===== src/hw/rtl/biq_pkg.sv =====
// Shared types and constants for the biquad filter unit.
`timescale 1ns / 1ps
package biq_pkg;
	localparam int SAMPLE_W = 16;
	localparam int COEF_W = 20;
	localparam int HIST_W = 24;
	localparam int CFG_IDX_W = 3;
	localparam int CFG_DATA_W = 20;

	typedef logic signed [SAMPLE_W-1:0] sample_t;
	typedef logic signed [COEF_W-1:0] coef_t;
	typedef logic signed [HIST_W-1:0] hist_t;

	localparam logic [CFG_IDX_W-1:0] REG_COEF_A0 = 3'd0;
	localparam logic [CFG_IDX_W-1:0] REG_COEF_A1 = 3'd1;
	localparam logic [CFG_IDX_W-1:0] REG_COEF_A2 = 3'd2;
	localparam logic [CFG_IDX_W-1:0] REG_COEF_B1 = 3'd3;
	localparam logic [CFG_IDX_W-1:0] REG_COEF_B2 = 3'd4;
	localparam logic [CFG_IDX_W-1:0] REG_FILTER_ENABLE = 3'd5;

	localparam coef_t COEF_A0_RESET = 20'sd65536;

	localparam int HIST_MAX = 8388607;
	localparam int HIST_MIN = -8388608;
	localparam int SAMPLE_MAX = 32767;
	localparam int SAMPLE_MIN = -32768;

	typedef struct packed {
		coef_t a0;
		coef_t a1;
		coef_t a2;
		coef_t b1;
		coef_t b2;
		logic  enable;
	} biq_cfg_t;
endpackage


===== src/hw/rtl/biq_cfg_regs.sv =====
// Configuration register file: coefficients and filter enable.
`timescale 1ns / 1ps
module biq_cfg_regs (
	input  logic                         clk,
	input  logic                         arst_n,
	input  logic                         cfg_write_en,
	input  logic [biq_pkg::CFG_IDX_W-1:0]  cfg_index,
	input  logic [biq_pkg::CFG_DATA_W-1:0] cfg_data,
	output biq_pkg::biq_cfg_t            cfg
);
	import biq_pkg::*;

	biq_cfg_t cfg_q;

	always_ff @(posedge clk or negedge arst_n) begin
		if (!arst_n) begin
			cfg_q.a0     <= COEF_A0_RESET;
			cfg_q.a1     <= '0;
			cfg_q.a2     <= '0;
			cfg_q.b1     <= '0;
			cfg_q.b2     <= '0;
			cfg_q.enable <= 1'b0;
		end else if (cfg_write_en) begin
			case (cfg_index)
				REG_COEF_A0: begin
					cfg_q.a0 <= coef_t'(cfg_data[COEF_W-1:0]);
				end
				REG_COEF_A1: begin
					cfg_q.a1 <= coef_t'(cfg_data[COEF_W-1:0]);
				end
				REG_COEF_A2: begin
					cfg_q.a2 <= coef_t'(cfg_data[COEF_W-1:0]);
				end
				REG_COEF_B1: begin
					cfg_q.b1 <= coef_t'(cfg_data[COEF_W-1:0]);
				end
				REG_COEF_B2: begin
					cfg_q.b2 <= coef_t'(cfg_data[COEF_W-1:0]);
				end
				REG_FILTER_ENABLE: begin
					cfg_q.enable <= cfg_data[0];
				end
				default: begin
					// unmapped index: write dropped
				end
			endcase
		end
	end

	assign cfg = cfg_q;
endmodule


===== config.mk =====
export PLATFORM = sky130hd
export DESIGN_NAME = biq_cfg_regs
export DESIGN_NICKNAME = d
export VERILOG_FILES = /design/src/hw/rtl/biq_pkg.sv /design/src/hw/rtl/biq_cfg_regs.sv
export SDC_FILE = /design/constraint.sdc
export NUM_CORES = 1
export LEC_CHECK = 0
export ABC_AREA = 1
export BUFFER_PORTS_ARGS = -buffer_cell sky130_fd_sc_hd__buf_2
export CORE_MARGIN = 2
export CORE_UTILIZATION = 54
export CTS_BUF_LIST = sky130_fd_sc_hd__clkbuf_8 sky130_fd_sc_hd__clkbuf_16
export DETAILED_ROUTE_END_ITERATION = 12
export PLACE_DENSITY = 0.94
export SLEW_MARGIN = 25
export SYNTH_ARGS = -nofsm -noshare
export SYNTH_HDL_FRONTEND = slang
export SYNTH_SLANG_ARGS = --single-unit

===== constraint.sdc =====
create_clock -name clk -period 1.9 [get_ports clk]
set_input_delay 0.095 -clock clk [delete_from_list [all_inputs] [get_ports clk]]
set_output_delay 0.095 -clock clk [all_outputs]
set_load 0.005 [all_outputs]

==> Word-level counts from Yosys, hierarchy flattened <==
Cells that the tools add are included.
{ "op_classes": {"n_eq_ne": 5, "reduce_logical": 7} }
{ "ops": {"columns": ["cell", "n"], "rows": [
  ["2-bit AND reduction", 6],
  ["3-bit by 2-bit == test with 1-bit output (second input constant)", 2],
  ["3-bit == test (second input constant)", 2],
  ["3-bit by 1-bit == test with 1-bit output (second input constant)", 1],
  ["3-bit zero test", 1]
]} }
{ "totals": {"output_inout_bits": 101, "elab_cells": 18, "inputBits": 26, "reg_bits": 101} }

==> Logic depth before layout (Yosys ltp) <==
Gate-level depths: netlist of the first run.
{ "logic_depth": {"ltp_word": 2, "depth_mapped": 6, "depth_no_buf": 5} }

==> Least setup slack after synthesis of the first run <==
Ideal clock, no wire load.
{ "synth_timing": {"path_type": "input to register", "from": "in cfg_index[1] (netlist name)", "to": "reg cfg_q (netlist bit cfg[100])", "required_ps": 1784, "cell_stages": 5, "path_buffers": 1, "path_slack_ps": 1142, "t_arrival_ps": 641, "cell_sequence": "nor2_1 nand2_1 buf_2 nand2_1 nand2_1"} }
{ "synth_between": {"elab_chain_cells": 2} }
{ "synth_rtl": {"columns": ["item", "line_no", "rtl"], "rows": [
  ["start, declared", "biq_cfg_regs.sv:7", "input logic [biq_pkg::CFG_IDX_W-1:0] cfg_index,"],
  ["3-bit zero test", "biq_cfg_regs.sv:24", "case (cfg_index)"],
  ["2-bit AND reduction (no line)", null, null],
  ["end, declared", "biq_cfg_regs.sv:13", "biq_cfg_t cfg_q;"]
]} }
No other way between the ends.
A chain may end at the register's enable or synchronous reset.

==> Worst setup path in the final report of the first run <==
{ "layout_timing": {"from": "in cfg_write_en", "to": "reg cfg_q (netlist bit cfg[67])"} }
{ "layout_between": {"elab_chain_cells": 1} }
{ "layout_rtl": {"columns": ["item", "line_no", "rtl"], "rows": [
  ["start, declared", "biq_cfg_regs.sv:6", "input logic cfg_write_en,"],
  ["2-bit AND reduction (no line)", null, null]
]} }
No other way between the ends.

==> results of run 1 <==
## how the worst min path moves through the flow
stage	to	slack (ps)	cells after the start
2_1_floorplan	cfg[0]$_DFFE_PN0P_	-200	0
3_3_place_gp	cfg[83]$_DFFE_PN0P_	150	1
3_5_place_dp	cfg[83]$_DFFE_PN0P_	160	1
4_1_cts	cfg[35]$_DFFE_PN0P_	20	3
5_1_grt	cfg[33]$_DFFE_PN0P_	20	3
6_report	cfg[22]$_DFFE_PN0P_	30	3
## cells by family after synthesis
kind of cell	count (synthesis)	share of synthesized area [%]
flip-flops	101	63.33
buffers and inverters	34	4.074
AND/OR/NAND/NOR	317	32.59
## report_power, final
group	internal, W	total (W)	switching, W
Sequential	0.00255	0.00278	0.000232
Combinational	0.000463	0.00106	0.000598
Clock	0.000594	0.00129	0.000696
## routing by layer
metal / up-vias / GRT usage (%) / share of wire [%]
met4: 0 / 12.05 / 3.4
met1: 1717 / 37.35 / 39
met3: 31 / 5.700 / 8.6
met2: 192 / 44.26 / 49
li1: 1661 / - / -
met5: - / 0 / 0
## placed cells by master (no fill, tap or decap)
cell type / n
nand2_1: 231
buf_2: 125
dfrtp_1: 100
nand3_1: 81
inv_1: 10
buf_4: 10
clkbuf_8: 9
nor2_2: 2
nor2_1: 2
dlygate4sd3_1: 2
nor2_4: 1
dfstp_2: 1
clkinv_4: 1
bufinv_16: 1
clkinvlp_4: 1
buf_12: 1
## worst reg2reg max path, delay by kind of cell (launching register included)
family	cells	cell delay (ps)
simple gates	2	130
flops	1	540
## area by class of cell
type | instances | share of cell area, %
clock buffer | 9 | 2.526
clock inverter | 7 | 1.250
inverter | 6 | 0.4592
multi-input combinational | 317 | 26.58
sequential | 101 | 51.56
tap | 99 | 2.526
timing repair buffer | 138 | 15.10
## stage by stage
step,area (um^2),instances,setup slack (ps)
after floorplan,3993,452,1142
after global placement,4700,659,458.8
after detailed placement,4700,659,362.4
after CTS,4905,677,732.2
after global routing,4905,677,564.9
final,4905,677,688.5
## what timing repair did
action,CTS,global route
hold endpoints to repair,49,0
hold buffers,2,0
buffers inserted,0,0
==> impl_metrics.env, run 1 <==
export IMPL_fin_util_pct=67.98
export IMPL_post_cts_resized=0
export IMPL_setup_tns_final_ps=0
export IMPL_crit_arrival_ps=1450
export IMPL_async_flop_share_pct=100.0
export IMPL_yosysTopAreaCellShare_pct=62.68
export IMPL_synth_area_leaders="dfrtp_1 (63%), nand2_1 (22%), nand3_1 (10%), buf_2 (3.5%), dfstp_2 (0.66%)"
export IMPL_diodes=0
export IMPL_hold_path_startpoint="cfg_data[1]"
export IMPL_worstMarginPinSlew_ps=684.5
export IMPL_synth_top_area_cell="dfrtp_1"
export IMPL_clock_sink_count=101
export IMPL_antenna_found_initial=0
export IMPL_startpoint="cfg_write_en"
export IMPL_worstHoldPathType="in2reg"
export IMPL_timing_critical_path_mode_cell="nand2_1"
export IMPL_grt_max_degree=52
export IMPL_ant_nets=0
export IMPL_nets=599
export IMPL_die_height_um=89.99
export IMPL_critPathRequiredTime_ps=2140
export IMPL_cp_cell_sequence="buf_2 -> inv_1 -> nor2_4 -> nand2_1 -> nand2_1 -> nand2_1"
export IMPL_via_per_inst=5.319
export IMPL_synthesis_nets=478
export IMPL_fin_crit_sh_pct=63.76
export IMPL_yosysMostFrequentCell="nand2_1"
export IMPL_fmax_mhz=825.4
export IMPL_largest_register_ffs=101
export IMPL_relSlewSlack_pct=54.25
export IMPL_grtUsageTotal_pct=27.72
export IMPL_endpoint="cfg[67]$_DFFE_PN0P_"
export IMPL_powerDensity_nw_per_um2=1047
export IMPL_drtPass1Iterations=5
export IMPL_io_pins=127
export IMPL_cp_depth=6
export IMPL_synth_edf_count=0
export IMPL_clock_root_buffer="clkbuf_8"
export IMPL_wl_per_cell_um=16.07
export IMPL_regToRegEndpoint="cfg[97]$_DFFE_PN1P_"
export IMPL_status="finished, final reports clean"
export IMPL_slowest_delay_ps=520
export IMPL_insertion_delay_ps=350
export IMPL_crit_family="simple AND/OR/NAND/NOR gates"
export IMPL_port_buffers=126
export IMPL_setup_violations=0
export IMPL_drive_gt1_share_pct=26.30
export IMPL_critPathLaunchType="input port"
export IMPL_maxSlewViolCount=0
export IMPL_overflow=0
export IMPL_wl_um=10880
export IMPL_p_leak_nw=2.894
export IMPL_area_growth_pct=22.85
export IMPL_crit_buf_inv=2
export IMPL_drtIter0Drc=308
export IMPL_hold_ws_ps=27.32
export IMPL_reg2reg_from="cfg[97]$_DFFE_PN1P_"
export IMPL_grt_first_pass_wirelength_um=17820
export IMPL_htree_num_levels=3
export IMPL_core_um2=7214
export IMPL_critPathCaptureType="flip-flop"
export IMPL_nFillCells=566
export IMPL_critPathKind="in2reg"
export IMPL_yosysSeqAreaShare_pct=63.33
export IMPL_synthCells=452
export IMPL_min_period_ps=1212
export IMPL_synthFlopType="dfrtp_1"
export IMPL_synth_area_um2=3993
export IMPL_avgSynthCellArea_um2=8.833
export IMPL_ys_ff_latch=101
export IMPL_multi_input_area_um2=1304
export IMPL_crit_fanout=20
export IMPL_grt_pass1_vias=3539
export IMPL_die_area_um2=8097
export IMPL_rsz0062_at_grt="false"
export IMPL_numCtsBuffers=9
export IMPL_tritoncts="yes"
export IMPL_cts_reportedPaths_clkPinSlew_ps=90
export IMPL_gp_congestion=0.9060
export IMPL_rows=31
export IMPL_critical_path_slowest_cell="nand2_1"
export IMPL_drv_cap=0
export IMPL_place_hpwl_um=7610
export IMPL_finalHoldViolations=0
export IMPL_synth_warnings=0
export IMPL_skew_ps=0
export IMPL_synth_cell_types=9
export IMPL_clk_path_buf_depth=2
export IMPL_peakVddDrop_mv=0.4782
export IMPL_synth_common_cells="nand2_1 (231), dfrtp_1 (100), nand3_1 (81)"
export IMPL_drcViolationCount=0
export IMPL_power_w=0.005134
export IMPL_dieWidth_um=89.99
export IMPL_reg2reg_slack_ps=1170
export IMPL_start_util_pct=55.34
export IMPL_vias=3601
export IMPL_register_area_um2=2529
export IMPL_ff2ff_path_depth=2
Note: power is estimated with default switching activity, not from simulation.
==> inputs of run 2 (changes only) <==
Settings changed: CORE_UTILIZATION 54 to 46, PLACE_DENSITY 0.94 to 0.86.
Clock period 1.9 ns to 1.1 ns, I/O delays scaled along.
==> run 2 against run 1 <==
  * Clock skew did not move
  * Critical path type is now reg2out
  * Flip-flop and latch count did not move
  * Register-to-register slack got worse by 800 ps
==> impl_metrics.env, run 2 (synthesis gave the netlist of run 1 again) <==
export IMPL_status="finished, final reports clean"
export IMPL_final_cell_mix="nand2_1 (231), buf_2 (124), dfrtp_1 (100)"
export IMPL_slowest_delay_ps=560
export IMPL_gp_congestion=0.8534
export IMPL_fmax_mhz=941.1
export IMPL_ant_nets=0
export IMPL_skew_ps=0
export IMPL_postCtsSetupBuffers=0
export IMPL_hold_ws_ps=13.14
export IMPL_wl_um=11850
export IMPL_diodes=0
export IMPL_nets=628
export IMPL_drv_cap=0
export IMPL_critPathKind="reg2out"
export IMPL_maxSlewViolCount=0
export IMPL_place_area_um2=4830
export IMPL_dp_slack_ps=127.6
export IMPL_vias=3794
export IMPL_grtUsageTotal_pct=25.92
export IMPL_fin_ws_ps=37.39
export IMPL_nFillCells=673
export IMPL_crit_arrival_ps=1010
export IMPL_crit_buf_inv=1
export IMPL_power_frac_comb_pct=22.0
export IMPL_p_sw_w=0.002754
export IMPL_register_area_um2=2529
export IMPL_clock_root_buffer="clkbuf_8"
export IMPL_drtIter0Drc=325
export IMPL_p_int_w=0.006167
export IMPL_antenna_found_initial=0
export IMPL_power_share_switching_pct=30.87
export IMPL_grt_max_degree=38
export IMPL_area_growth_pct=30.02
export IMPL_dieWidth_um=97.17
export IMPL_place_hpwl_um=8084
export IMPL_clock_sink_count=101
export IMPL_worstHoldPathType="in2reg"
export IMPL_multi_input_area_um2=1304
export IMPL_worstMarginPinSlew_ps=269.6
export IMPL_overflow=0
export IMPL_drive_gt1_share_pct=27.72
export IMPL_die_height_um=97.17
export IMPL_htree_num_levels=3
export IMPL_rsz0062_at_grt="true"
export IMPL_crit_family="flip-flops"
export IMPL_seqPwrFrac_pct=54.0
export IMPL_drcViolationCount=0
export IMPL_finalHoldViolations=0
export IMPL_largest_register_ffs=101
export IMPL_grt_first_pass_wirelength_um=19350
export IMPL_die_area_um2=9441
export IMPL_rows=33
export IMPL_setup_tns_final_ps=0
export IMPL_insertion_delay_ps=360
export IMPL_clk_path_buf_depth=2
export IMPL_setup_violations=0
export IMPL_io_pins=127
export IMPL_min_period_ps=1063
export IMPL_cp_cell_sequence="buf_6"
export IMPL_p_leak_nw=3.010
export IMPL_grt_pass1_vias=3821
export IMPL_tritoncts="yes"
export IMPL_via_per_inst=5.336
export IMPL_fin_crit_sh_pct=96.60
export IMPL_crit_fanout=2
export IMPL_p_clk_share_pct=24.0
export IMPL_fin_area_um2=5191
export IMPL_numCtsBuffers=9
export IMPL_cts_reportedPaths_clkPinSlew_ps=100
export IMPL_peakVddDrop_mv=0.8113
export IMPL_port_buffers=126
export IMPL_wl_per_cell_um=16.67
export IMPL_drtPass1Iterations=6
export IMPL_relSlewSlack_pct=82.02
export IMPL_power_w=0.008921
export IMPL_critPathCaptureType="primary output"
export IMPL_critical_path_slowest_cell="dfstp_2"
export IMPL_critPathLaunchType="flip-flop"
export IMPL_final_common_cell="nand2_1"
export IMPL_critPathRequiredTime_ps=1040
export IMPL_start_util_pct=48.11
export IMPL_core_um2=8299
export IMPL_powerDensity_nw_per_um2=1718
## run 2: changes by cell type in the layout (fill, tap and decap cells not counted)
cell and delta:
dlygate4sd3_1 +16, buf_6 +1, clkinvlp_4 +1, bufinv_16 -1, buf_4 +11, buf_12 +2, buf_2 -1, clkinv_4 +1
clkinv_2 +1, inv_1 -4, clkbuf_8 +1
## run 2: per-layer routing
metal,part of all wire (%),vias to the layer above,GRT usage (%)
li1,-,1726,-
met1,39,1809,32.51
met2,48,206,41.29
met3,7.7,53,6.475
met4,4.4,0,14.30
met5,0,-,0
## run 2: area by class of cell
| cell class | instances | area share [%] |
|---|---|---|
| Multi-Input combinational cell | 317 | 25.11 |
| Inverter | 6 | 0.4338 |
| Clock buffer | 10 | 2.651 |
| Clock inverter | 5 | 0.7231 |
| Tap cell | 105 | 2.531 |
| Sequential cell | 101 | 48.71 |
| Timing Repair Buffer | 167 | 19.84 |
## run 2: final timing paths
path	startpoint	endpoint	slack (ps)	cells past startpoint
worst max-delay path	cfg[97]$_DFFE_PN1P_	cfg[97]	40	1
worst min-delay path	cfg_data[0]	cfg[21]$_DFFE_PN0P_	10	3
worst max register to register	cfg[97]$_DFFE_PN1P_	cfg[97]$_DFFE_PN1P_	370	2
worst min register to register	cfg[78]$_DFFE_PN0P_	cfg[78]$_DFFE_PN0P_	480	2
max in group asynchronous	arst_n	cfg[77]$_DFFE_PN0P_	480	3
min in group asynchronous	arst_n	cfg[23]$_DFFE_PN0P_	90	2
## run 2: power by group through the flow
stage / Sequential, W / Clock, W / Combinational (W)
floorplan: 0.00490 / 0 / 0.000661
global placement: 0.00486 / 0 / 0.00180
detailed placement: 0.00486 / 0 / 0.00190
CTS: 0.00480 / 0.00215 / 0.00195
global route: 0.00488 / 0.00231 / 0.00221
finish: 0.00481 / 0.00214 / 0.00196
## run 2: timing repair
action | CTS | global route
hold endpoints to repair | 131 | 0
gates resized for setup | 0 | 1
setup endpoints to repair | 0 | 1
hold buffers | 18 | 0
## run 2: per-stage QoR
stage	utilization [%]	std cells
final	62.55	711
after global routing	62.55	711
after CTS	62.48	711
after detailed placement	58.19	678
after global placement	58.19	678
after floorplan	-	452
